[src/sv/dtq_pkg.sv]
// ----------------------------------------------------------------------------
// dtq_pkg
// Shared types, codes and defaults of the delayed task queue.
// ----------------------------------------------------------------------------
package dtq_pkg;

  localparam int unsigned QUEUE_DEPTH_DEF = 16;
  localparam int unsigned TIME_WIDTH_DEF  = 32;

  localparam int unsigned HANDLE_W    = 16;
  localparam int unsigned DELAY_W     = 20;
  localparam int unsigned MAX_RESULTS = 16;
  localparam int unsigned DISP_CNT_W  = $clog2(MAX_RESULTS + 1);

  // item kinds
  localparam logic [1:0] KIND_POST = 2'd0;
  localparam logic [1:0] KIND_TICK = 2'd1;
  localparam logic [1:0] KIND_STOP = 2'd2;

  // result status codes
  localparam logic [1:0] ST_DISPATCH = 2'd0;
  localparam logic [1:0] ST_ACCEPT   = 2'd1;
  localparam logic [1:0] ST_REFUSE   = 2'd2;

  typedef struct packed {
    logic [1:0]          kind;
    logic [HANDLE_W-1:0] task_handle;
    logic [DELAY_W-1:0]  delay_ms;
  } item_t;

  typedef struct packed {
    logic [1:0]          status;
    logic [HANDLE_W-1:0] task_handle_out;
    logic                last;
  } result_t;

  typedef struct packed {
    logic    valid;
    result_t res;
  } result_evt_t;

endpackage

[src/sv/dtq_ram.sv]
// ----------------------------------------------------------------------------
// dtq_ram
// Generic single-write, single-read RAM with registered read data.
// ----------------------------------------------------------------------------
module dtq_ram #(
  parameter int unsigned WIDTH = 8,
  parameter int unsigned DEPTH = 16
) (
  input  logic                     clk_i,
  input  logic                     we_i,
  input  logic [$clog2(DEPTH)-1:0] waddr_i,
  input  logic [WIDTH-1:0]         wdata_i,
  input  logic                     re_i,
  input  logic [$clog2(DEPTH)-1:0] raddr_i,
  output logic [WIDTH-1:0]         rdata_o
);

  logic [WIDTH-1:0] mem_q [DEPTH];
  logic [WIDTH-1:0] rdata_q;

  always_ff @(posedge clk_i) begin
    if (we_i) begin
      mem_q[waddr_i] <= wdata_i;
    end
    if (re_i) begin
      rdata_q <= mem_q[raddr_i];
    end
  end

  assign rdata_o = rdata_q;

endmodule

[src/sv/dtq_seq.sv]
// ----------------------------------------------------------------------------
// dtq_seq
// Sequencer of the delayed task queue: ring pointers, time counter, insert
// walk and dispatch walk over the entry RAM.
// ----------------------------------------------------------------------------
module dtq_seq #(
  parameter int unsigned QUEUE_DEPTH = dtq_pkg::QUEUE_DEPTH_DEF,
  parameter int unsigned TIME_WIDTH  = dtq_pkg::TIME_WIDTH_DEF
) (
  input  logic                                             clk_i,
  input  logic                                             rst_ni,
  input  logic                                             start_i,
  input  dtq_pkg::item_t                                   item_i,
  output logic                                             busy_o,
  output dtq_pkg::result_evt_t                             evt_o,
  output logic                                             ram_we_o,
  output logic [$clog2(QUEUE_DEPTH)-1:0]                   ram_waddr_o,
  output logic [TIME_WIDTH+dtq_pkg::HANDLE_W-1:0]          ram_wdata_o,
  output logic                                             ram_re_o,
  output logic [$clog2(QUEUE_DEPTH)-1:0]                   ram_raddr_o,
  input  logic [TIME_WIDTH+dtq_pkg::HANDLE_W-1:0]          ram_rdata_i
);

  import dtq_pkg::*;

  localparam int unsigned IDX_W = $clog2(QUEUE_DEPTH);
  localparam int unsigned CNT_W = $clog2(QUEUE_DEPTH + 1);
  localparam int unsigned ENT_W = TIME_WIDTH + HANDLE_W;

  localparam logic [2:0] S_IDLE     = 3'd0;
  localparam logic [2:0] S_POST     = 3'd1;
  localparam logic [2:0] S_TICK_RD  = 3'd2;
  localparam logic [2:0] S_TICK_EV  = 3'd3;
  localparam logic [2:0] S_TICK_END = 3'd4;

  logic [2:0]            state_q, state_d;
  logic [IDX_W-1:0]      head_q, head_d;
  logic [CNT_W-1:0]      count_q, count_d;
  logic [TIME_WIDTH-1:0] now_q, now_d;
  logic                  stopped_q, stopped_d;
  logic [CNT_W-1:0]      idx_q, idx_d;
  logic                  rd_pend_q, rd_pend_d;
  logic                  found_q, found_d;
  logic [DISP_CNT_W-1:0] n_q, n_d;
  logic                  pend_q, pend_d;

  logic [TIME_WIDTH-1:0] new_due_q, new_due_d;
  logic [HANDLE_W-1:0]   new_handle_q, new_handle_d;
  logic [ENT_W-1:0]      carry_q, carry_d;
  logic [HANDLE_W-1:0]   pend_handle_q, pend_handle_d;

  logic [TIME_WIDTH-1:0] rd_due;
  logic [HANDLE_W-1:0]   rd_handle;
  logic [TIME_WIDTH-1:0] later_diff;
  logic                  rd_later;
  logic [TIME_WIDTH-1:0] age;
  logic [ENT_W-1:0]      new_entry;
  logic [CNT_W-1:0]      prev_idx;

  // map a position counted from the head onto a RAM address
  function automatic logic [IDX_W-1:0] phys(input logic [IDX_W-1:0] head,
                                            input logic [CNT_W-1:0] pos);
    logic [IDX_W:0] sum;
    sum = (IDX_W+1)'(head) + (IDX_W+1)'(pos);
    if (sum >= (IDX_W+1)'(QUEUE_DEPTH)) begin
      sum = sum - (IDX_W+1)'(QUEUE_DEPTH);
    end
    return sum[IDX_W-1:0];
  endfunction

  assign rd_due     = ram_rdata_i[ENT_W-1:HANDLE_W];
  assign rd_handle  = ram_rdata_i[HANDLE_W-1:0];
  assign later_diff = rd_due - new_due_q;
  assign rd_later   = (later_diff != '0) && !later_diff[TIME_WIDTH-1];
  assign age        = now_q - rd_due;
  assign new_entry  = {new_due_q, new_handle_q};
  assign prev_idx   = idx_q - CNT_W'(1);

  always_comb begin
    state_d       = state_q;
    head_d        = head_q;
    count_d       = count_q;
    now_d         = now_q;
    stopped_d     = stopped_q;
    idx_d         = idx_q;
    rd_pend_d     = rd_pend_q;
    found_d       = found_q;
    n_d           = n_q;
    pend_d        = pend_q;
    new_due_d     = new_due_q;
    new_handle_d  = new_handle_q;
    carry_d       = carry_q;
    pend_handle_d = pend_handle_q;

    evt_o                     = '0;
    ram_we_o                  = 1'b0;
    ram_waddr_o               = '0;
    ram_wdata_o               = new_entry;
    ram_re_o                  = 1'b0;
    ram_raddr_o               = head_q;

    unique case (state_q)
      S_IDLE: begin
        if (start_i) begin
          unique case (item_i.kind)
            KIND_POST: begin
              if (count_q == CNT_W'(QUEUE_DEPTH)) begin
                evt_o.valid               = 1'b1;
                evt_o.res.status          = ST_REFUSE;
                evt_o.res.task_handle_out = item_i.task_handle;
                evt_o.res.last            = 1'b1;
              end else begin
                new_due_d    = now_q + TIME_WIDTH'(item_i.delay_ms);
                new_handle_d = item_i.task_handle;
                idx_d        = '0;
                rd_pend_d    = 1'b0;
                found_d      = 1'b0;
                state_d      = S_POST;
              end
            end
            KIND_TICK: begin
              now_d = now_q + TIME_WIDTH'(1);
              if (!stopped_q) begin
                n_d     = '0;
                pend_d  = 1'b0;
                state_d = S_TICK_RD;
              end
            end
            KIND_STOP: begin
              stopped_d = 1'b1;
            end
            default: ;
          endcase
        end
      end

      S_POST: begin
        // evaluate the entry read last cycle, rippling the tail up by one
        if (rd_pend_q) begin
          if (found_q) begin
            ram_we_o    = 1'b1;
            ram_waddr_o = phys(head_q, prev_idx);
            ram_wdata_o = carry_q;
            carry_d     = ram_rdata_i;
          end else if (rd_later) begin
            ram_we_o    = 1'b1;
            ram_waddr_o = phys(head_q, prev_idx);
            ram_wdata_o = new_entry;
            found_d     = 1'b1;
            carry_d     = ram_rdata_i;
          end
        end
        if (idx_q < count_q) begin
          ram_re_o    = 1'b1;
          ram_raddr_o = phys(head_q, idx_q);
          idx_d       = idx_q + CNT_W'(1);
          rd_pend_d   = 1'b1;
        end else begin
          rd_pend_d = 1'b0;
        end
        if (!rd_pend_q && (idx_q == count_q)) begin
          ram_we_o                  = 1'b1;
          ram_waddr_o               = phys(head_q, count_q);
          ram_wdata_o               = found_q ? carry_q : new_entry;
          count_d                   = count_q + CNT_W'(1);
          evt_o.valid               = 1'b1;
          evt_o.res.status          = ST_ACCEPT;
          evt_o.res.task_handle_out = new_handle_q;
          evt_o.res.last            = 1'b1;
          state_d                   = S_IDLE;
        end
      end

      S_TICK_RD: begin
        if ((n_q < DISP_CNT_W'(MAX_RESULTS)) && (count_q != '0)) begin
          ram_re_o    = 1'b1;
          ram_raddr_o = head_q;
          state_d     = S_TICK_EV;
        end else begin
          state_d = S_TICK_END;
        end
      end

      S_TICK_EV: begin
        if (!age[TIME_WIDTH-1]) begin
          // head is due: release the held item, hold this one
          if (pend_q) begin
            evt_o.valid               = 1'b1;
            evt_o.res.status          = ST_DISPATCH;
            evt_o.res.task_handle_out = pend_handle_q;
            evt_o.res.last            = 1'b0;
          end
          pend_d        = 1'b1;
          pend_handle_d = rd_handle;
          head_d        = (head_q == IDX_W'(QUEUE_DEPTH - 1)) ? '0 : head_q + IDX_W'(1);
          count_d       = count_q - CNT_W'(1);
          n_d           = n_q + DISP_CNT_W'(1);
          state_d       = S_TICK_RD;
        end else begin
          state_d = S_TICK_END;
        end
      end

      S_TICK_END: begin
        if (pend_q) begin
          evt_o.valid               = 1'b1;
          evt_o.res.status          = ST_DISPATCH;
          evt_o.res.task_handle_out = pend_handle_q;
          evt_o.res.last            = 1'b1;
        end
        state_d = S_IDLE;
      end

      default: state_d = S_IDLE;
    endcase
  end

  always_ff @(posedge clk_i or negedge rst_ni) begin
    if (!rst_ni) begin
      state_q   <= S_IDLE;
      head_q    <= '0;
      count_q   <= '0;
      now_q     <= '0;
      stopped_q <= 1'b0;
      idx_q     <= '0;
      rd_pend_q <= 1'b0;
      found_q   <= 1'b0;
      n_q       <= '0;
      pend_q    <= 1'b0;
    end else begin
      state_q   <= state_d;
      head_q    <= head_d;
      count_q   <= count_d;
      now_q     <= now_d;
      stopped_q <= stopped_d;
      idx_q     <= idx_d;
      rd_pend_q <= rd_pend_d;
      found_q   <= found_d;
      n_q       <= n_d;
      pend_q    <= pend_d;
    end
  end

  always_ff @(posedge clk_i) begin
    new_due_q     <= new_due_d;
    new_handle_q  <= new_handle_d;
    carry_q       <= carry_d;
    pend_handle_q <= pend_handle_d;
  end

  assign busy_o = (state_q != S_IDLE);

endmodule

[src/sv/delayed_task_queue_top.sv]
// ----------------------------------------------------------------------------
// delayed_task_queue_top
// Timer queue of task handles kept sorted by due time.
// ----------------------------------------------------------------------------
// Usage:
//   An item is taken on a rising edge with start_i high and busy_o low.
//   A post item inserts its handle at now + delay_ms behind all entries due
//   no later, and answers with one result (accepted or refused when full).
//   A tick item advances the internal millisecond counter and dispatches the
//   due head entries, at most sixteen per tick; the final one carries last.
//   A stop item halts dispatch until reset.
//   Results appear on result_o for one cycle, marked by result_valid_o; the
//   receiver cannot stall them.
// Timing:
//   Post: busy while it reads each stored entry in turn, then makes the final
//   write; the result shows on the first cycle with busy low. Refused post:
//   result the cycle after the item, not busy.
//   Tick: each head entry is read from the RAM and then judged, until the
//   walk stops on an entry not yet due, an empty queue or the per-tick limit;
//   results pass through the output register, so they trail the walk.
//   Stop, an unused kind, or a tick while stopped: no busy time.
// Reset: empties the queue, clears time and the stop flag; the entry RAM
//   needs no clearing since only occupied entries are read.
// ----------------------------------------------------------------------------
module delayed_task_queue_top #(
  parameter int unsigned QUEUE_DEPTH = dtq_pkg::QUEUE_DEPTH_DEF,
  parameter int unsigned TIME_WIDTH  = dtq_pkg::TIME_WIDTH_DEF
) (
  input  logic             clk_i,
  input  logic             rst_ni,
  input  logic             start_i,
  input  dtq_pkg::item_t   item_i,
  output logic             busy_o,
  output logic             result_valid_o,
  output dtq_pkg::result_t result_o
);

  import dtq_pkg::*;

  localparam int unsigned IDX_W = $clog2(QUEUE_DEPTH);
  localparam int unsigned ENT_W = TIME_WIDTH + HANDLE_W;

  result_evt_t      evt;
  logic             ram_we;
  logic [IDX_W-1:0] ram_waddr;
  logic [ENT_W-1:0] ram_wdata;
  logic             ram_re;
  logic [IDX_W-1:0] ram_raddr;
  logic [ENT_W-1:0] ram_rdata;

  logic             result_valid_q;
  result_t          result_q;

  dtq_seq #(
    .QUEUE_DEPTH(QUEUE_DEPTH),
    .TIME_WIDTH (TIME_WIDTH)
  ) u_seq (
    .clk_i      (clk_i),
    .rst_ni     (rst_ni),
    .start_i    (start_i),
    .item_i     (item_i),
    .busy_o     (busy_o),
    .evt_o      (evt),
    .ram_we_o   (ram_we),
    .ram_waddr_o(ram_waddr),
    .ram_wdata_o(ram_wdata),
    .ram_re_o   (ram_re),
    .ram_raddr_o(ram_raddr),
    .ram_rdata_i(ram_rdata)
  );

  dtq_ram #(
    .WIDTH(ENT_W),
    .DEPTH(QUEUE_DEPTH)
  ) u_entries (
    .clk_i  (clk_i),
    .we_i   (ram_we),
    .waddr_i(ram_waddr),
    .wdata_i(ram_wdata),
    .re_i   (ram_re),
    .raddr_i(ram_raddr),
    .rdata_o(ram_rdata)
  );

  // output stage: each result shows for exactly one cycle
  always_ff @(posedge clk_i or negedge rst_ni) begin
    if (!rst_ni) begin
      result_valid_q <= 1'b0;
    end else begin
      result_valid_q <= evt.valid;
    end
  end

  always_ff @(posedge clk_i) begin
    result_q <= evt.res;
  end

  assign result_valid_o = result_valid_q;
  assign result_o       = result_q;

  // a post answers with exactly one result, so it always closes its item
  a_post_last : assert property (@(posedge clk_i) disable iff (!rst_ni)
    (result_valid_o && (result_o.status != ST_DISPATCH)) |-> result_o.last)
    else $error("post result without last");

  // the walk never reads the slot it is writing in the same cycle
  a_ram_no_overlap : assert property (@(posedge clk_i) disable iff (!rst_ni)
    (ram_we && ram_re) |-> (ram_waddr != ram_raddr))
    else $error("read and write of the same entry in one cycle");

  // busy only starts on an accepted item
  a_busy_on_start : assert property (@(posedge clk_i) disable iff (!rst_ni)
    $rose(busy_o) |-> $past(start_i))
    else $error("busy rose without an item");

endmodule
[config.mk]
export PLATFORM = sky130hd
export DESIGN_NAME = delayed_task_queue_top
export DESIGN_NICKNAME = d
export VERILOG_FILES = /design/src/sv/dtq_pkg.sv /design/src/sv/dtq_ram.sv /design/src/sv/dtq_seq.sv /design/src/sv/delayed_task_queue_top.sv
export SDC_FILE = /design/constraint.sdc
export NUM_CORES = 1
export LEC_CHECK = 0
export BUFFER_PORTS_ARGS = -buffer_cell sky130_fd_sc_hd__buf_2
export CORE_ASPECT_RATIO = 1.2
export CORE_MARGIN = 2
export CORE_UTILIZATION = 65
export CTS_CLUSTER_SIZE = 10
export DETAILED_ROUTE_END_ITERATION = 16
export GPL_ROUTABILITY_DRIVEN = 1
export MAX_ROUTING_LAYER = met4
export PLACE_DENSITY = 0.83
export SLEW_MARGIN = 20
export SYNTH_ARGS = -nofsm -noshare
export SYNTH_HDL_FRONTEND = slang
export SYNTH_SLANG_ARGS = --single-unit
[constraint.sdc]
create_clock -name clk_i -period 17.5 [get_ports clk_i]
set_input_delay 2.625 -clock clk_i [delete_from_list [all_inputs] [get_ports clk_i]]
set_output_delay 2.625 -clock clk_i [all_outputs]
set_load 0.01 [all_outputs]
# Yosys cells after proc, flatten, opt, wreduce, memory -nomap -nowiden
# Memory sizes are Yosys's and may differ from the RTL's. A register that Yosys moved wholly into a read port is not among the register bits.
# Cells that the tools add are included.
[op_classes]
mux = 67
n_addsub = 16
order_cmp = 5
n_bitwise = 2
eq_ne = 21
reduce_logical = 25
[op_table]
columns = ["cell", "count"]
rows = [
  ["two-way mux 48 bit", 6],
  ["two-way mux 20 bit", 7],
  ["case mux 20 bit (4 select lines)", 1],
  ["subtractor 32 bit", 2],
  ["two-way mux 5 bit", 10],
  ["two-way mux 4 bit", 11],
  ["adder 32 x 1 -> 32 bit, second input constant", 1],
  ["adder 32 x 20 -> 32 bit", 1],
  ["nonzero test 32 bit", 1],
  ["case mux 5 bit (2 select lines)", 3],
  ["AND reduction 5 bit", 4],
  ["two-way mux 3 bit", 6],
  ["two-way mux 1 bit", 17],
  ["adder 4 x 5 -> 5 bit", 3],
  ["adder 5 x 1 -> 5 bit, second input constant", 3],
  ["greater-or-equal comparator 5 bit, second input constant", 3],
  ["inequality test 2 bit, second input constant", 6],
  ["case mux 3 bit (4 select lines)", 1],
  ["AND reduction 3 bit", 4],
  ["subtractor 4 x 1 -> 4 bit, second input constant", 3],
  ["subtractor 5 x 1 -> 5 bit, second input constant", 2],
  ["inequality test 3 bit, second input constant", 3],
  ["case mux 1 bit (2 select lines)", 4],
  ["AND reduction 4 bit", 2],
  ["other kinds (22)", 32],
]
[totals]
memories = 1
mem_bits_rw = 768
out_inout_bits = 21
wordCells = 155
register_bits = 190
inputBits = 41
[mem_list]
columns = ["name", "depth", "word_bits", "read_ports", "rd_clocked_by_memory_dff", "write_ports", "line_no", "text"]
rows = [
  ["u_entries.mem_q", 16, 48, 1, 1, 1, "dtq_ram.sv:18", "logic [WIDTH-1:0] mem_q [DEPTH];"],
]

# Longest topological paths before layout
[depth]
ltp_word = 10
ltp_mapped = 15

# Modules after synthesis
# From an unflattened synthesis, not the netlist that was laid out.
[hier_totals]
hier_cells = 2469
hier_area_um2 = 42401.9
[modules_own_cells]
columns = ["mod", "seq_area_each_um2", "area_each_um2", "cells_per_inst", "instances"]
rows = [
  ["dtq_ram", 24503.5, 30175.2, 1242, 1],
  ["dtq_seq", 4814.6, 11821.3, 1207, 1],
  ["delayed_task_queue_top", 405.4, 405.4, 20, 1],
]

# Least setup slack after synthesis
# OpenSTA, ideal clock, no wires.
[synth_timing]
path_kind = "flip-flop to flip-flop"
startpoint = "register u_entries.rdata_q[16] (netlist: u_entries.rdata_o[16]) (read register of u_entries.mem_q)"
endpoint = "memory u_entries.mem_q[2][0] in the netlist's numbering, enable pin"
synth_period_minus_slack_ps = 8380
t_arrival_ps = 7807
path_slack_ps = 9120
setup_ps = 573
stages_incl_launch_ff = 15
cell_sequence = "edfxtp_1 inv_1 ha_1 fa_1 nand2b_1 a21oi_1 xor2_1 a2111oi_1 nand4_1 or4_1 nor4_2 nand4_1 o211a_4 mux2_4 nor4_1"
[synth_between]
elab_chain_cells = 10
word_cells_on_any_way = 16
classes_between = "add/sub: 1; mux: 12; reduce/logical: 3"
[synth_lines]
columns = ["item", "line_no", "text"]
rows = [
  ["start, declared", "dtq_ram.sv:19", "logic [WIDTH-1:0] rdata_q;"],
  ["subtractor 32 bit (*)", "dtq_seq.sv:73", "assign later_diff = rd_due - new_due_q;"],
  ["nonzero test 32 bit / zero test 1 bit (equally long branches)", "dtq_seq.sv:74", "assign rd_later = (later_diff != '0) && !later_diff[TIME_WIDTH-1];"],
  ["logical AND 1 bit (*)", "dtq_seq.sv:74", ""],
  ["two-way mux 1 bit", "dtq_seq.sv:145", "end else if (rd_later) begin"],
  ["two-way mux 1 bit", "dtq_seq.sv:140", "if (found_q) begin"],
  ["two-way mux 1 bit", "dtq_seq.sv:139", "if (rd_pend_q) begin"],
  ["two-way mux 1 bit", "dtq_seq.sv:161", "if (!rd_pend_q && (idx_q == count_q)) begin"],
  ["two-way mux 1 bit", "dtq_seq.sv:102", "unique case (state_q)"],
  ["two-way mux 1 bit", "dtq_ram.sv:22", "if (we_i) begin"],
  ["two-way mux 1 bit (implied by the code)", "dtq_ram.sv:23", "mem_q[waddr_i] <= wdata_i;"],
  ["end, declared", "dtq_ram.sv:18", ""],
]
# Mark *: on every way between the ends. The rest lies on a longest branch, timed or not.

# Worst setup path in the final report
[layout_timing]
startpoint = "register u_entries.rdata_q[23] (netlist: u_entries.rdata_o[23]) (read register of u_entries.mem_q)"
endpoint = "memory u_entries.mem_q[9][14] in the netlist's numbering, enable pin"
# Same word-level chain as after synthesis.

==> results.sh <==
export IMPL_vias_per_cell=7.03
export IMPL_seq_power_share_pct=36.7
export IMPL_min_period_ns=5.92
export IMPL_syn_cell_area_um2=42600
export IMPL_rsz0062_at_grt="no"
export IMPL_ir_drop_mv=0.234
export IMPL_ys_ff_latch=1006
export IMPL_dr_wl_met2_mm=56.5
export IMPL_place_congestion=0.996
export IMPL_synth_top_cell_area_share_pct=65.4
export IMPL_syn_inst=2383
export IMPL_gr_usage_all_layers_pct=34.9
export IMPL_clock_latency_ns=0.68
export IMPL_synth_warnings=0
export IMPL_clkPwrFrac_pct=21.2
export IMPL_synth_yosys_seq_area_share_pct=69.7
export IMPL_io_buffers=61
export IMPL_ff_latch_area_um2=29700
export IMPL_worstSetupPathType="flop to flop"
export IMPL_combPwrFrac_pct=42.1
export IMPL_diodes=0
export IMPL_wl_met3_mm=11.4
export IMPL_end_kind="flop"
export IMPL_clockBufferDepth=3
export IMPL_setup_viol=0
export IMPL_dieArea_um2=67600
export IMPL_cts_hold_buf=0
export IMPL_multi_input_area_um2=12200
export IMPL_hold_viol=0
export IMPL_ioPinCount=62
export IMPL_design_area_um2=47600
export IMPL_cts_setup_buffers=0
export IMPL_drv_slew=0
export IMPL_antenna_left=0
export IMPL_leakage_nw=16.6
export IMPL_area_growth_pct=11.6
export IMPL_cts_root_buf="clkbuf_16"
export IMPL_grt_pass1_vias=25000
export IMPL_cts_made_buffers=112
export IMPL_synth_cell_types=89
export IMPL_max_slew_margin_pct=20.6
export IMPL_dr_max_layer_used="met4"
export IMPL_clk_pin_slew_ns=0.06
export IMPL_clock_skew_ns=0.0278
export IMPL_p_sw_mw=3.69
export IMPL_power_density_nw_per_um2=218
export IMPL_die_height_um=284
export IMPL_grt_pass1_wl_mm=165
export IMPL_drt_pass1_iterations=5
export IMPL_post_cts_resized=0
export IMPL_start_kind="flop"
export IMPL_min_path_type="flop to flop"
export IMPL_core_um2=64700
export IMPL_status="finished, final reports clean"
export IMPL_drv_cap=0
export IMPL_finalWirelength_mm=111
export IMPL_synth_edf_count=928
export IMPL_synth_top_cells_by_area="edfxtp_1 (65%), mux4_2 (13%), dfrtp_1 (3.5%)"
export IMPL_cp_max_fo=44
export IMPL_tritoncts="done"
export IMPL_fill_cells=3519
export IMPL_drt_iter0_drc=3440
export IMPL_cp_data_arrival_time_ns=6.20
export IMPL_synthFlopType="edfxtp_1"
export IMPL_fmax_mhz=169
export IMPL_drt_drc_violations_left=0
export IMPL_antenna_found_initial=0
export IMPL_nNetsFinal=2679
export IMPL_p_int_mw=6.70
export IMPL_grt_max_degree=71
export IMPL_layout_drive_gt1_share_pct=22.3
export IMPL_dr_total_vias=24300
export IMPL_num_rows=102
export IMPL_cts_sinks=1006
export IMPL_m1WireLength_mm=39.2
export IMPL_die_width_um=238
export IMPL_tns_ns=0
export IMPL_dp_hpwl_mm=57.9
export IMPL_fin_crit_sh_pct=33.8
export IMPL_synth_top_area_cell="edfxtp_1"
export IMPL_synth_nets=2533
export IMPL_synthArstFlopShare_pct=5.86
export IMPL_tightest_slew_ns=1.19
export IMPL_start_util_pct=65.9
export IMPL_routedWlPerCell_um=32.2
export IMPL_overflow=0
export IMPL_placed_area_um2=44200
export IMPL_syn_avg_cell_area_um2=17.9
export IMPL_p_sw_share_pct=35.5
export IMPL_h_tree_depth=3
export IMPL_crit_required_ns=17.78
## cells in the final DEF (no fill, tap or decap), types with 9 or more instances in the layout
cell	instances
a31oi_1	11
o21ai_0	72
ha_1	103
xor2_1	45
a21oi_2	10
o21ai_1	9
xnor2_1	54
nor2b_1	9
buf_4	61
mux4_2	240
a22oi_1	18
dfxtp_1	19
and3_1	12
edfxtp_1	928
nand3_1	37
nor2_1	68
dfrtp_1	59
mux2_2	21
a21oi_1	62
inv_1	122
clkbuf_1	86
clkbuf_16	116
a211oi_1	9
nor3_1	19
a21o_1	35
nand2_1	120
nand4_1	28
buf_2	61
o211ai_1	15
nand2b_1	9
## final timing paths
path                                       start  depth (start not counted)                     end  slack (ns)
hold reg to reg             u_entries.rdata_o[1]                          0  u_seq.pend_handle_q[1]        0.46
max in group asynchronous                 rst_ni                          2        u_seq.state_q[0]       14.84
hold / removal              u_entries.rdata_o[1]                          0  u_seq.pend_handle_q[1]        0.46
setup reg to reg           u_entries.rdata_o[23]                         13  u_entries.mem_q[9][14]       11.58
min in group asynchronous                 rst_ni                          2          u_seq.now_q[6]        2.09
setup / recovery           u_entries.rdata_o[23]                         13  u_entries.mem_q[9][14]       11.58
## Yosys cell counts, drive strengths merged (7+ instances only)
library cell and n:
a211oi 15, a21o 36, a21oi 75, a22oi 18
a31oi 12, and2 7, and3 12, buf 43
clkbuf 47, dfrtp 59, dfxtp 19, edfxtp 928
ha 103, inv 123, mux2 22, mux2i 8
mux4 240, nand2 122, nand2b 9, nand3 39
nand4 28, nor2 72, nor2b 11, nor3 22
nor4 9, o211ai 15, o21a 7, o21ai 87
or2 7, or3 7, xnor2 55, xor2 45
## cell families (layout without fill, tap and decap cells)
kind of cell	after synthesis	count (layout)	synth area share, %
adder cells (fa/ha/maj)	109	109	3.31
flip-flops	1006	1006	69.7
multiplexers	270	270	13.5
buffers and inverters	214	458	2.08
XOR/XNOR	100	100	2.06
AO/OA/AOI/OAI	319	319	5.08
AND/OR/NAND/NOR	365	365	4.27
## final cells by class
cell class / instances / share of cell area, %
Multi-Input combinational cell: 1163 / 25.7
Clock inverter: 6 / 0.187
Tap cell: 832 / 2.19
Clock buffer: 206 / 6.90
Sequential cell: 1006 / 62.5
Inverter: 124 / 0.978
Timing Repair Buffer: 122 / 1.60
## power by group through the flow
stage / clock [mW] / sequential [mW] / combinational [mW]
after floorplan: 0 / 3.76 / 3.11
after CTS: 2.22 / 3.80 / 4.37
final: 2.20 / 3.81 / 4.37
after detailed placement: 0 / 3.82 / 4.27
after global placement: 0 / 3.77 / 4.11
after global routing: 2.31 / 3.84 / 4.63
## sequential cells by signal, summed over array words and instances, names as in the netlist, 4 cells and up
signal / count
u_seq.idx_q: 5
u_seq.new_handle_q: 16
u_seq.head_q: 4
u_seq.new_due_q: 32
u_seq.now_q: 32
u_seq.pend_handle_q: 16
u_seq.count_q: 5
u_entries.rdata_o: 48
u_entries.mem_q: 768
result_o: 19
u_seq.n_q: 5
u_seq.carry_q: 48
## worst max-delay path, stage by stage, from the launching register on
cell      delay (ns)
edfxtp_1        0.51
ha_1            0.47
nand2_1         0.08
o21a_1          0.22
a21o_1          0.23
nor3_1          0.55
a211oi_1        0.19
a211oi_1        0.60
nor4_1          0.14
nand4_1         0.37
nor4_4          0.12
o41ai_1         0.68
nor2b_4         0.50
buf_4           0.80
## per-stage QoR
step	hold WS, ns	total power [mW]	cells	worst slack (ns)	util (%)
after floorplan	0.421	6.87	2383	9.12	-
after global placement	0.430	7.88	3247	11.36	68.3
after detailed placement	0.439	8.09	3247	11.37	68.3
after CTS	0.448	10.4	3459	11.48	73.5
after global routing	0.462	10.8	3459	11.12	73.5
final	0.455	10.4	3459	11.58	73.5
## layer usage
metal | track usage (%) | vias up
li1 | - | 9817
met1 | 45.4 | 12500
met2 | 56.4 | 1731
met3 | 5.32 | 285
met4 | 13.3 | 0
met5 | - | -
Note: power is estimated with default switching activity, not from simulation.
